**config.mk**
```make
export PLATFORM = sky130hd
export DESIGN_NAME = command_line_tokenizer
export DESIGN_NICKNAME = d
export VERILOG_FILES = /design/src/hw/rtl/ctok_pkg.sv /design/src/hw/rtl/ctok_front.sv /design/src/hw/rtl/ctok_queue.sv /design/src/hw/rtl/ctok_back.sv /design/src/hw/rtl/command_line_tokenizer.sv
export SDC_FILE = /design/constraint.sdc
export NUM_CORES = 1
export LEC_CHECK = 0
export ABC_AREA = 1
export BUFFER_PORTS_ARGS = -buffer_cell sky130_fd_sc_hd__buf_2
export CORE_ASPECT_RATIO = 1.1
export CORE_MARGIN = 3
export CORE_UTILIZATION = 40
export DETAILED_ROUTE_END_ITERATION = 16
export GPL_TIMING_DRIVEN = 1
export HOLD_SLACK_MARGIN = 0.12
export PLACE_DENSITY_LB_ADDON = 0.2
export SYNTH_ARGS = -nofsm -noshare
export SYNTH_HDL_FRONTEND = slang
export SYNTH_HIERARCHICAL = 1
export SYNTH_SLANG_ARGS = --single-unit
```
**constraint.sdc**
```tcl
create_clock -name clk -period 2.7 [get_ports clk]
set_input_delay 0.405 -clock clk [delete_from_list [all_inputs] [get_ports clk]]
set_output_delay 0.405 -clock clk [all_outputs]
set_load 0.02 [all_outputs]
```
**src/hw/rtl/ctok_pkg.sv**
```systemverilog
`timescale 1ns / 1ps
`default_nettype none
package ctok_pkg;

  localparam logic [7:0] CH_BLANK     = 8'h20;
  localparam logic [7:0] CH_NEWLINE   = 8'h0A;
  localparam logic [7:0] CH_BACKSLASH = 8'h5C;
  localparam logic [7:0] CH_SQUOTE    = 8'h27;
  localparam logic [7:0] CH_DQUOTE    = 8'h22;

  localparam logic [1:0] WARN_NONE     = 2'd0;
  localparam logic [1:0] WARN_QUOTE    = 2'd1;
  localparam logic [1:0] WARN_ESCAPE   = 2'd2;

  // One parsed request for the back end; esc_pair puts a backslash result
  // ahead of the main one.
  typedef struct packed {
    logic       esc_pair;
    logic       has_byte;
    logic [7:0] data;
    logic       token_done;
    logic       line_done;
    logic [1:0] warning;
  } cmd_t;

endpackage
`default_nettype wire

```
**src/hw/rtl/ctok_front.sv**
```systemverilog
`timescale 1ns / 1ps
`default_nettype none
module ctok_front
  import ctok_pkg::*;
(
  input  wire logic       clk,
  input  wire logic       rst,
  input  wire logic       accept,
  input  wire logic [7:0] char_byte,
  input  wire logic       end_of_line,
  output logic            cmd_valid,
  output cmd_t            cmd
);

  localparam logic [2:0] ST_OUTSIDE = 3'd0;
  localparam logic [2:0] ST_WITHIN  = 3'd1;
  localparam logic [2:0] ST_ESCAPE  = 3'd2;
  localparam logic [2:0] ST_SQUOTE  = 3'd3;
  localparam logic [2:0] ST_DQUOTE  = 3'd4;
  localparam logic [2:0] ST_DESCAPE = 3'd5;

  logic [2:0] state;
  logic [2:0] state_next;
  logic       nonempty;
  logic       nonempty_next;
  logic       is_blank;
  logic       is_special;

  assign is_blank   = (char_byte == CH_BLANK) || (char_byte == CH_NEWLINE);
  assign is_special = (char_byte == CH_BACKSLASH) || (char_byte == CH_SQUOTE) ||
                      (char_byte == CH_DQUOTE);

  always_comb begin
    state_next         = state;
    nonempty_next      = nonempty;
    cmd_valid          = 1'b0;
    cmd.esc_pair       = 1'b0;
    cmd.has_byte       = 1'b0;
    cmd.data           = 8'd0;
    cmd.token_done     = 1'b0;
    cmd.line_done      = 1'b0;
    cmd.warning        = WARN_NONE;
    if (end_of_line) begin
      cmd_valid     = 1'b1;
      cmd.line_done = 1'b1;
      state_next    = ST_OUTSIDE;
      nonempty_next = 1'b0;
      unique case (state) inside
        ST_WITHIN: cmd.token_done = nonempty;
        ST_SQUOTE, ST_DQUOTE: begin
          cmd.token_done = 1'b1;
          cmd.warning    = WARN_QUOTE;
        end
        ST_ESCAPE, ST_DESCAPE: begin
          cmd.token_done = 1'b1;
          cmd.warning    = WARN_ESCAPE;
        end
        default: ;
      endcase
    end else begin
      unique case (state)
        ST_ESCAPE: begin
          cmd_valid     = 1'b1;
          cmd.esc_pair  = !(is_blank || is_special);
          cmd.has_byte  = 1'b1;
          cmd.data      = char_byte;
          nonempty_next = 1'b1;
          state_next    = ST_WITHIN;
        end
        ST_SQUOTE: begin
          if (char_byte == CH_SQUOTE) begin
            state_next = ST_WITHIN;
          end else begin
            cmd_valid     = 1'b1;
            cmd.has_byte  = 1'b1;
            cmd.data      = char_byte;
            nonempty_next = 1'b1;
          end
        end
        ST_DQUOTE: begin
          if (char_byte == CH_DQUOTE) begin
            state_next = ST_WITHIN;
          end else if (char_byte == CH_BACKSLASH) begin
            state_next = ST_DESCAPE;
          end else begin
            cmd_valid     = 1'b1;
            cmd.has_byte  = 1'b1;
            cmd.data      = char_byte;
            nonempty_next = 1'b1;
          end
        end
        ST_DESCAPE: begin
          cmd_valid     = 1'b1;
          cmd.esc_pair  = !((char_byte == CH_BACKSLASH) || (char_byte == CH_DQUOTE));
          cmd.has_byte  = 1'b1;
          cmd.data      = char_byte;
          nonempty_next = 1'b1;
          state_next    = ST_DQUOTE;
        end
        default: begin
          // outside (and the unused codes) and within share this arm
          if (state != ST_WITHIN && is_blank) begin
            state_next = ST_OUTSIDE;
          end else if (char_byte == CH_BACKSLASH) begin
            state_next = ST_ESCAPE;
          end else if (char_byte == CH_SQUOTE) begin
            state_next = ST_SQUOTE;
          end else if (char_byte == CH_DQUOTE) begin
            state_next = ST_DQUOTE;
          end else if (is_blank) begin
            cmd_valid      = 1'b1;
            cmd.token_done = 1'b1;
            nonempty_next  = 1'b0;
            state_next     = ST_OUTSIDE;
          end else begin
            cmd_valid     = 1'b1;
            cmd.has_byte  = 1'b1;
            cmd.data      = char_byte;
            nonempty_next = 1'b1;
            state_next    = ST_WITHIN;
          end
        end
      endcase
    end
  end

  always_ff @(posedge clk) begin
    if (rst) begin
      state    <= ST_OUTSIDE;
      nonempty <= 1'b0;
    end else if (accept) begin
      state    <= state_next;
      nonempty <= nonempty_next;
    end
  end

endmodule
`default_nettype wire

```
**src/hw/rtl/ctok_queue.sv**
```systemverilog
`timescale 1ns / 1ps
`default_nettype none
module ctok_queue
  import ctok_pkg::*;
#(
  parameter int DEPTH = 4
) (
  input  wire logic clk,
  input  wire logic rst,
  input  wire logic wr_en,
  input  wire cmd_t wr_data,
  output logic      full,
  input  wire logic rd_en,
  output logic      rd_valid,
  output cmd_t      rd_data
);

  localparam int PW = $clog2(DEPTH);
  localparam int CW = $clog2(DEPTH + 1);
  localparam logic [PW-1:0] LAST_PTR = PW'(DEPTH - 1);
  localparam logic [CW-1:0] DEPTH_C  = CW'(DEPTH);

  cmd_t          mem [DEPTH];
  logic [PW-1:0] wr_ptr;
  logic [PW-1:0] rd_ptr;
  logic [CW-1:0] count;
  logic          do_wr;
  logic          do_rd;

  assign full     = (count == DEPTH_C);
  assign rd_valid = (count != '0);
  assign rd_data  = mem[rd_ptr];
  assign do_wr    = wr_en && !full;
  assign do_rd    = rd_en && rd_valid;

  always_ff @(posedge clk) begin
    if (do_wr) begin
      mem[wr_ptr] <= wr_data;
    end
  end

  always_ff @(posedge clk) begin
    if (rst) begin
      wr_ptr <= '0;
      rd_ptr <= '0;
      count  <= '0;
    end else begin
      if (do_wr) begin
        wr_ptr <= (wr_ptr == LAST_PTR) ? '0 : wr_ptr + 1'b1;
      end
      if (do_rd) begin
        rd_ptr <= (rd_ptr == LAST_PTR) ? '0 : rd_ptr + 1'b1;
      end
      if (do_wr && !do_rd) begin
        count <= count + 1'b1;
      end else if (do_rd && !do_wr) begin
        count <= count - 1'b1;
      end
    end
  end

endmodule
`default_nettype wire

```
**src/hw/rtl/ctok_back.sv**
```systemverilog
`timescale 1ns / 1ps
`default_nettype none
module ctok_back
  import ctok_pkg::*;
(
  input  wire logic       clk,
  input  wire logic       rst,
  input  wire logic       q_valid,
  input  wire cmd_t       q_data,
  output logic            q_pop,
  output logic            empty,
  input  wire logic       pop,
  output logic            has_byte,
  output logic [7:0]      out_byte,
  output logic            token_done,
  output logic            line_done,
  output logic [1:0]      warning,
  output logic            last
);

  cmd_t cur;
  logic valid;
  logic phase;
  logic first;
  logic taken;
  logic finishing;

  // first half of an escape pair: the kept backslash
  assign first     = cur.esc_pair && !phase;
  assign taken     = pop && valid;
  assign finishing = taken && !first;
  assign q_pop     = q_valid && (!valid || finishing);
  assign empty     = !valid;

  assign has_byte   = first ? 1'b1 : cur.has_byte;
  assign out_byte   = first ? CH_BACKSLASH : cur.data;
  assign token_done = first ? 1'b0 : cur.token_done;
  assign line_done  = first ? 1'b0 : cur.line_done;
  assign warning    = first ? WARN_NONE : cur.warning;
  assign last       = !first;

  always_ff @(posedge clk) begin
    if (q_pop) begin
      cur <= q_data;
    end
  end

  always_ff @(posedge clk) begin
    if (rst) begin
      valid <= 1'b0;
      phase <= 1'b0;
    end else begin
      if (q_pop) begin
        valid <= 1'b1;
        phase <= 1'b0;
      end else if (finishing) begin
        valid <= 1'b0;
        phase <= 1'b0;
      end else if (taken) begin
        phase <= 1'b1;
      end
    end
  end

  a_warn_on_line_end: assert property (@(posedge clk) disable iff (rst)
    (valid && warning != WARN_NONE) |-> line_done)
    else $error("warning raised on a result that does not end a line");

  a_pair_second_half: assert property (@(posedge clk) disable iff (rst)
    (taken && first) |=> (valid && !first && last))
    else $error("escape pair lost its second result");

  a_no_byte_on_end: assert property (@(posedge clk) disable iff (rst)
    (valid && (token_done || line_done)) |-> !has_byte)
    else $error("argument byte on an end-of-argument result");

endmodule
`default_nettype wire

```
**src/hw/rtl/command_line_tokenizer.sv**
```systemverilog
`timescale 1ns / 1ps
`default_nettype none
// Shell-style argument splitter. Push one command-line byte per cycle (or an
// end_of_line item); results come out as a queue with pop/empty. Items are
// taken every cycle while full is low; a result passes through the request
// queue and the result register before it appears. Each item gives at most
// one result, except a backslash before a byte it cannot escape, which gives
// two (backslash, then the byte) and so holds the result side for two pops.
// The front parser runs ahead of the result side through a QUEUE_DEPTH-entry
// request queue; full rises only when that queue is full, i.e. when the
// consumer stalls or escape pairs arrive faster than one result per cycle can
// drain them. Without stalls or escape pairs: one item, one result per cycle.
module command_line_tokenizer
  import ctok_pkg::*;
#(
  parameter int QUEUE_DEPTH = 4
) (
  input  wire logic       clk,
  input  wire logic       rst,
  input  wire logic       push,
  output logic            full,
  input  wire logic [7:0] char_byte,
  input  wire logic       end_of_line,
  output logic            empty,
  input  wire logic       pop,
  output logic            has_byte,
  output logic [7:0]      out_byte,
  output logic            token_done,
  output logic            line_done,
  output logic [1:0]      warning,
  output logic            last
);

  logic accept;
  logic cmd_valid;
  cmd_t cmd;
  logic q_valid;
  cmd_t q_data;
  logic q_pop;

  assign accept = push && !full;

  ctok_front u_front (
    .clk        (clk),
    .rst        (rst),
    .accept     (accept),
    .char_byte  (char_byte),
    .end_of_line(end_of_line),
    .cmd_valid  (cmd_valid),
    .cmd        (cmd)
  );

  ctok_queue #(
    .DEPTH(QUEUE_DEPTH)
  ) u_queue (
    .clk     (clk),
    .rst     (rst),
    .wr_en   (accept && cmd_valid),
    .wr_data (cmd),
    .full    (full),
    .rd_en   (q_pop),
    .rd_valid(q_valid),
    .rd_data (q_data)
  );

  ctok_back u_back (
    .clk       (clk),
    .rst       (rst),
    .q_valid   (q_valid),
    .q_data    (q_data),
    .q_pop     (q_pop),
    .empty     (empty),
    .pop       (pop),
    .has_byte  (has_byte),
    .out_byte  (out_byte),
    .token_done(token_done),
    .line_done (line_done),
    .warning   (warning),
    .last      (last)
  );

endmodule
`default_nettype wire
```
# Word-level counts from Yosys, hierarchy flattened
# Memory sizes are Yosys's and may differ from the RTL's. A register that Yosys moved wholly into a read port is not among the register bits.
# Cells that the tools add are included.
[totals]
memories = 1
ram_bits = 56
wordCells = 128
inputBits = 13
register_bits = 13
[op_classes]
eq_ne = 23
mux = 59
n_reduce_logical = 34
addsub = 4
[memory_table]
columns = ["memory", "depth", "width", "rd", "rd_clocked_by_memory_dff", "wr", "line", "text"]
rows = [
  ["u_queue.mem", 4, 14, 1, 1, 1, "ctok_queue.sv:23", "cmd_t mem [DEPTH];"],
]
[op_table]
columns = ["op", "n"]
rows = [
  ["10-bit two-way mux", 5],
  ["9-bit two-way mux", 4],
  ["3-bit two-way mux", 11],
  ["1-bit two-way mux", 28],
  ["9-bit case mux with 3 select lines", 1],
  ["8-bit by 6-bit equality test with 1-bit output, second input constant", 3],
  ["3-bit != test, second input constant", 4],
  ["4-bit by 3-bit != test with 1-bit output, second input constant", 3],
  ["3-bit case mux with 4 select lines", 1],
  ["1-bit logical AND", 11],
  ["3-bit equality test, second input constant", 3],
  ["8-bit by 4-bit equality test with 1-bit output, second input constant", 1],
  ["8-bit by 7-bit equality test with 1-bit output, second input constant", 1],
  ["1-bit logical NOT", 8],
  ["8-bit two-way mux", 1],
  ["8-bit AND reduction", 1],
  ["3-bit by 2-bit equality test with 1-bit output, second input constant", 2],
  ["1-bit logical OR", 6],
  ["2-bit two-way mux", 3],
  ["1-bit case mux with 3 select lines", 2],
  ["5-bit by 3-bit != test with 1-bit output, second input constant", 1],
  ["2-bit by 1-bit adder with 2-bit output, second input constant", 2],
  ["2-bit equality test, second input constant", 2],
  ["4-bit != test, second input constant", 1],
  ["12 further kinds", 15],
]

# Depth between registers and ports, before layout
# Gate-level depths: netlist of the first run.
[logic_depth]
depth_word = 13
ltp_mapped = 23

# Modules after synthesis
# The synthesis of the first run kept the hierarchy.
[by_module_without_submodules]
columns = ["mod", "area_per_inst_um2", "seq_area_each_um2", "n_inst", "cells_each"]
rows = [
  ["ctok_queue", 2666.3, 1861.8, 1, 205],
  ["ctok_front", 774.5, 80.1, 1, 152],
  ["ctok_back", 635.6, 460.4, 1, 52],
  ["command_line_tokenizer", 23.8, 0.0, 1, 5],
]

# Least setup slack after synthesis of the first run
# No wires, ideal clock.
[synth_timing]
path_type = "reg-to-reg"
start = "register u_front.state[2]"
end = "register u_queue.count[2]"
arrival_ps = 2373
t_required_ps = 2590
setup_time_ps = 110
synth_period_minus_slack_ps = 2482
setup_slack_ps = 218
stages_incl_launch_ff = 19
path_cell_list = "dfxtp_1 > inv_1 > ha_1 > inv_1 > a21oi_1 > o21ai_0 > inv_1 > nor2_2 > nand2_2 > inv_1 > ha_1 > inv_1 > fa_1 > inv_1 > nand2_1 > nand3_1 > nand2_1 > inv_1 > nor2_1"
[synth_via]
elab_chain_cells = 10
word_cells_on_any_way = 17
cone_classes = "eq/ne: 5; mux: 4; reduce/logical: 8"
[synth_lines]
columns = ["item", "line", "text"]
rows = [
  ["start, declared", "ctok_front.sv:22", "logic [2:0] state;"],
  ["start signal, assigned", "ctok_front.sv:132", "state <= state_next;"],
  ["3-bit by 1-bit != test with 1-bit output", "ctok_front.sv:102", "if (state != ST_WITHIN && is_blank) begin"],
  ["1-bit logical AND", "ctok_front.sv:102", ""],
  ["1-bit two-way mux", "ctok_front.sv:102", ""],
  ["1-bit case mux with 3 select lines (*)", "ctok_front.sv:61", "unique case (state)"],
  ["1-bit two-way mux (*)", "ctok_front.sv:43", "if (end_of_line) begin"],
  ["via cmd_valid", "command_line_tokenizer.sv:35", "logic cmd_valid;"],
  ["1-bit logical AND (*)", "command_line_tokenizer.sv:58", ".wr_en (accept && cmd_valid),"],
  ["1-bit logical AND (*)", "ctok_queue.sv:33", "assign do_wr = wr_en && !full;"],
  ["via u_queue.do_wr", "ctok_queue.sv:27", "logic do_wr;"],
  ["1-bit logical NOT", "ctok_queue.sv:56", "end else if (do_rd && !do_wr) begin"],
  ["1-bit logical AND", "ctok_queue.sv:56", ""],
  ["2-bit nonzero test (no source line)", "--", ""],
  ["end signal, assigned", "ctok_queue.sv:55", "count <= count + 1'b1;"],
  ["end signal, assigned", "ctok_queue.sv:57", "count <= count - 1'b1;"],
  ["end, declared", "ctok_queue.sv:26", "logic [CW-1:0] count;"],
]
# The timed path passes the listed nets; every way through them passes the cells marked *.
# A chain may end at the register's enable or synchronous reset.

# Worst setup path after layout of the first run
# Same ends and word-level chain as after synthesis.

==> impl_metrics.json, run 1 <==
{
  "io_buffers": 28,
  "worstHoldPathType": "primary input to flip-flop",
  "setup_ws_ns": 0.261,
  "tightestPinTransition_ns": 0.534,
  "grt_start_max_net_pins": 29,
  "dieWidth_um": 103,
  "cts_tree": "done",
  "fin_setup_tns_ns": 0,
  "numCtsBuffers": 9,
  "critPathKind": "flip-flop to flip-flop",
  "synthCells": 414,
  "path_common_cell": "inv_1",
  "syn2layout_area_growth_pct": 14.4,
  "grt_overflow": 0,
  "p_leak_uw": 0.00196,
  "io_pins": 29,
  "cp-endpoint": "u_queue/count[2]",
  "synth_top_area_cell": "edfxtp_1",
  "grt_pass1_wl_mm": 14.2,
  "slowest_stage": "dfxtp_1",
  "maxSlewHeadroom": 0.642,
  "path_clk_slew_ns": 0.09,
  "first_iter_violations": 138,
  "fin_crit_sh": 0.903,
  "power-per-cell-area_nw_per_um2": 1000,
  "ys_types": 37,
  "ys_ff_latch": 85,
  "r2r_cells": 19,
  "syn_area_per_cell_um2": 9.90,
  "grtUsageTotal": 0.160,
  "preCtsSetupSlack_ns": -0.0472,
  "grt_setup_unrepaired": "false",
  "drcViolationCount": 0,
  "antenna_cells": 0,
  "grt_pass1_vias": 2853,
  "viasPerCell": 4.94,
  "die_h_um": 112,
  "ant_nets": 0,
  "clock_skew_ns": 0.0155,
  "post_cts_buffers": 0,
  "drive_gt1_frac": 0.262,
  "final-setup-viol-count": 0,
  "startpoint_type": "flip-flop",
  "drtPass1Iterations": 4,
  "fmax_mhz": 410,
  "wl_mm": 8.63,
  "cts_hold_buf": 0,
  "crit_path_end_kind": "flip-flop",
  "crit_start": "u_front/state[2]",
  "worstPathCellList": "nand2_2 -> nor2_4 -> nand2_1 -> nand3_1 -> nor2_1 -> o21ai_1 -> inv_1 -> nor2_2 -> nand2_2 -> inv_1 -> ha_1 -> inv_1 -> fa_1 -> inv_1 -> nand2_1 -> nand3_1 -> nand2_1 -> inv_1 -> nor2_1",
  "start_util": 0.413,
  "synth_top_cell_area_share": 0.513,
  "irDropWorstVdd_uv": 383,
  "fin_crit_ns": 2.44,
  "cp_max_fo": 5,
  "run_status": "finished, final reports clean",
  "antenna_found_initial": 0,
  "rows": 38,
  "cts_sinks": 85,
  "wl_per_cell_um": 14.6,
  "reg2reg_to": "u_queue/count[2]",
  "finalMaxSlewViolations": 0,
  "design_area_um2": 4690,
  "drv_cap": 0,
  "syn_nets": 435,
  "dp_hpwl_mm": 6.20,
  "cpPeakStageDelay_ns": 0.42,
  "cp.required_ns": 2.95,
  "gp_congestion": 0.866,
  "placed_area_um2": 4490,
  "r2r-start": "u_front/state[2]",
  "cts.path.max_buffers": 2,
  "dieArea_um2": 11500,
  "insertion_delay_ns": 0.35,
  "synth.cell_area_um2": 4100,
  "final_cell_mix": "81 x nor2_1, 70 x edfxtp_1, 57 x nand2_1",
  "r2r_slack_ns": 0.26,
  "vias": 2907,
  "root_buffer": "clkbuf_8",
  "hold_violations": 0,
  "ys_warn_count": 6,
  "synth_area_leaders": "edfxtp_1 51%, nor2_1 7.5%, dfxtp_1 7.3%",
  "nets": 485,
  "n_fill_cell": 947,
  "post_cts_resized": 0,
  "ys_seq_area_frac": 0.586,
  "htree_num_levels": 3,
  "final_common_cell": "nor2_1",
  "core-area_um2": 9940,
  "arrival_ns": 2.69
}
-- through the flow --
| stage | cells | util | hold slack (ns) | power (uW) |
|---|---|---|---|---|
| 6_report | 589 | 0.472 | 0.290 | 4690 |
| 5_1_grt | 589 | 0.472 | 0.284 | 5050 |
| 4_1_cts | 589 | 0.470 | 0.264 | 4720 |
| 3_5_place_dp | 573 | 0.452 | 0.505 | 3900 |
| 3_3_place_gp | 573 | 0.452 | 0.468 | 3860 |
| 2_1_floorplan | 414 | - | 0.452 | 3390 |
-- layout make-up --
type                       instances  area (um^2)  share of cell area
timing repair buffer              49          335              0.0715
sequential                        85         2400               0.513
clock buffer                       9          124              0.0264
multi-input combinational        261         1400               0.299
clock inverter                     7         56.3              0.0120
tap                              120          150              0.0320
inverter                          58          218              0.0464
-- power by group --
group	internal (uW)	leakage (uW)	total (uW)	switching (uW)
registers	1850	0.000784	1990	144
clock network	346	0.0000906	830	484
logic	664	0.00109	1870	1200
-- synthesized netlist by cell type (all sizes together) --
cell type and n:
a211oi 1, a21oi 13, buf 10, dfxtp 15, edfxtp 70, fa 1
ha 7, inv 58, nand2 72, nand3 14, nand3b 4, nand4 2
nor2 89, nor3 2, o2111ai 1, o211ai 1, o21a 1, o21ai 33
o22ai 14, or2 5, xor2 1
-- kinds of logic (layout without fill, tap and decap cells) --
family,Yosys count,in the layout,synth area share
xor+xnor,1,1,0.00214
compound gates,64,64,0.104
flops,85,85,0.586
simple gates,188,188,0.204
fa+ha+maj,8,8,0.0262
buf+inv,68,123,0.0769
-- critical path: cells and delay by family (launching register included) --
family                     cells  cell delay (ns)
and+or+nand+nor               11             0.97
AOI/OAI and AO/OA              1             0.12
adders and majority gates      2             0.54
buffers and inverters          5             0.29
DFF                            1             0.42
-- worst min-delay path by stage --
stage                           startpoint  slack [ns]               end  cells after the start
final                                  rst        0.29  u_queue/count[0]                      2
after global routing                   rst        0.28  u_queue/count[0]                      2
after CTS                              rst        0.26      u_back/valid                      2
after detailed placement      u_back/valid        0.50      u_back/valid                      2
after global placement    u_front/nonempty        0.47  u_front/nonempty                      2
after floorplan           u_front/nonempty        0.45  u_front/nonempty                      2
-- routing by layer --
metal  vias to the layer above  part of all wire  GRT usage
met2                        57              0.48      0.257
met3                        11             0.034     0.0329
met4                         0             0.019     0.0586
met5                         -                 0          0
li1                       1467                 -          -
met1                      1372              0.47      0.213
-- sequential cells by signal (all words and copies together) (netlist names), named ones only --
register          cells
u_back/cur           14
u_back/phase          1
u_back/valid          1
u_front/nonempty      1
u_front/state         3
u_queue/count         3
u_queue/mem          56
u_queue/rd_ptr        2
u_queue/wr_ptr        2
(Power assumes the default switching activity.)
==> run 2, diff against run 1 <==
- CORE_UTILIZATION: 40 -> 60
==> impl_metrics.json, run 2 (synthesis gave the netlist of run 1 again) <==
{
  "critPathKind": "flip-flop to flip-flop",
  "cts_tree": "done",
  "rows": 30,
  "post_cts_buffers": 0,
  "io_pins": 29,
  "core-area_um2": 6380,
  "root_buffer": "clkbuf_8",
  "grtUsageTotal": 0.210,
  "fin_setup_tns_ns": 0,
  "dieWidth_um": 84.8,
  "irDropWorstVdd_uv": 588,
  "final_cells": 544,
  "fmax_mhz": 404,
  "grt_pass1_vias": 2767,
  "dp_hpwl_mm": 5.46,
  "start_util": 0.643,
  "cts_sinks": 85,
  "power-per-cell-area_nw_per_um2": 1030,
  "fin_crit_sh": 0.916,
  "numCtsBuffers": 9,
  "drcViolationCount": 0,
  "placed_area_um2": 4400,
  "register_area_um2": 2410,
  "vias": 2846,
  "nets": 480,
  "worstHoldPathType": "primary input to flip-flop",
  "antenna_found_initial": 0,
  "startpoint_type": "flip-flop",
  "fin_crit_ns": 2.47,
  "grt_setup_unrepaired": "false",
  "syn2layout_area_growth_pct": 13.4,
  "largest_reg_flops": 56,
  "final-setup-viol-count": 0,
  "io_buffers": 28,
  "hold_violations": 0,
  "final_common_cell": "nor2_1",
  "final_cell_mix": "81 x nor2_1, 70 x edfxtp_1, 57 x nand2_1",
  "drive_gt1_frac": 0.254,
  "multi_input_area_um2": 1400,
  "gp_congestion": 0.940,
  "dieArea_um2": 7860,
  "grt_pass1_wl_mm": 12.6,
  "dp_cells": 528,
  "run_status": "finished, final reports clean",
  "grt_overflow": 0,
  "first_iter_violations": 283,
  "largest-register": "u_queue/mem",
  "crit_path_end_kind": "flip-flop",
  "drv_cap": 0,
  "design_area_um2": 4650,
  "maxSlewHeadroom": 0.579,
  "wl_per_cell_um": 14.3,
  "clock_skew_ns": 0.00698,
  "ant_nets": 0,
  "top_regs": "u_queue/mem: 56 flops, u_back/cur: 14 flops",
  "antenna_cells": 0,
  "p_leak_uw": 0.00195,
  "cp_max_fo": 5,
  "cp.required_ns": 2.95,
  "path_clk_slew_ns": 0.08,
  "finalMaxSlewViolations": 0,
  "wl_mm": 7.79,
  "drtPass1Iterations": 5,
  "grt_start_max_net_pins": 29,
  "cts.path.max_buffers": 2,
  "n_fill_cell": 479,
  "insertion_delay_ns": 0.35,
  "htree_num_levels": 3,
  "tightestPinTransition_ns": 0.631,
  "die_h_um": 92.7,
  "arrival_ns": 2.73,
  "viasPerCell": 5.23
}
[run 2: changes by cell type in the layout (fill, tap and decap cells not counted)]
| cell | change |
|---|---|
| clkinvlp_4 | +3 |
| inv_6 | -2 |
| bufinv_16 | +2 |
| dfxtp_2 | -1 |
| dfxtp_4 | +1 |
| clkinv_4 | -2 |
| buf_4 | -5 |
| clkinv_2 | -1 |
[run 2: metrics by stage]
step / power, uW / utilization / hold slack, ns / worst slack (ns)
after global placement: 3780 / 0.690 / 0.466 / 0.0858
after global routing: 5120 / 0.728 / 0.304 / 0.0486
final: 4800 / 0.728 / 0.304 / 0.226
after floorplan: 3390 / - / 0.452 / 0.218
after CTS: 4820 / 0.725 / 0.285 / 0.106
after detailed placement: 3860 / 0.690 / 0.485 / -0.0314
[run 2: routing by layer]
layer	vias up	GRT usage	share of wire
li1	1463	-	-
met1	1305	0.250	0.40
met2	67	0.363	0.52
met3	11	0.0516	0.058
met4	0	0.0844	0.016
met5	-	0	0
[run 2: timing repair]
item / 4_1_cts / 5_1_grt
gates resized for setup: 0 / 10
hold buffers: 0 / 0
endpoints found under the setup margin: 0 / 2
hold endpoints to repair: 0 / 0
[run 2: cell type report]
class | instances | area share
clock buffers | 9 | 0.0266
inverters | 58 | 0.0468
multi-input cells | 261 | 0.302
well taps | 80 | 0.0215
flip-flops and latches | 85 | 0.518
repair buffers | 44 | 0.0641
clock inverters | 7 | 0.0213
[run 2: power breakdown]
| part | internal [uW] | switching (uW) | total [uW] | leakage [uW] |
|---|---|---|---|---|
| logic | 645 | 1190 | 1830 | 0.00106 |
| clock network | 523 | 440 | 963 | 0.0000981 |
| registers | 1850 | 155 | 2010 | 0.000785 |
| total | 3020 | 1780 | 4800 | 0.00195 |
[run 2: critical path, cell delays in order, from the launching register on]
cell	delay [ns]
dfxtp_2	0.35
inv_2	0.10
nand2_2	0.09
nor2_4	0.16
nand2_1	0.10
nand3_1	0.08
nor2_1	0.06
o21ai_1	0.12
inv_1	0.06
nor2_2	0.15
nand2_2	0.07
inv_1	0.05
ha_1	0.17
inv_1	0.08
fa_1	0.38
inv_1	0.07
nand2_1	0.06
nand3_1	0.08
nand2_1	0.05
inv_1	0.05
nor2_1	0.03
[run 2: worst paths after layout]
path,startpoint,end,slack [ns],depth (start not counted)
min,rst,u_back/valid,0.30,2
max reg2reg,u_front/state[1],u_queue/count[2],0.23,20
max,u_front/state[1],u_queue/count[2],0.23,20
min reg2reg,u_front/nonempty,u_front/nonempty,0.50,2
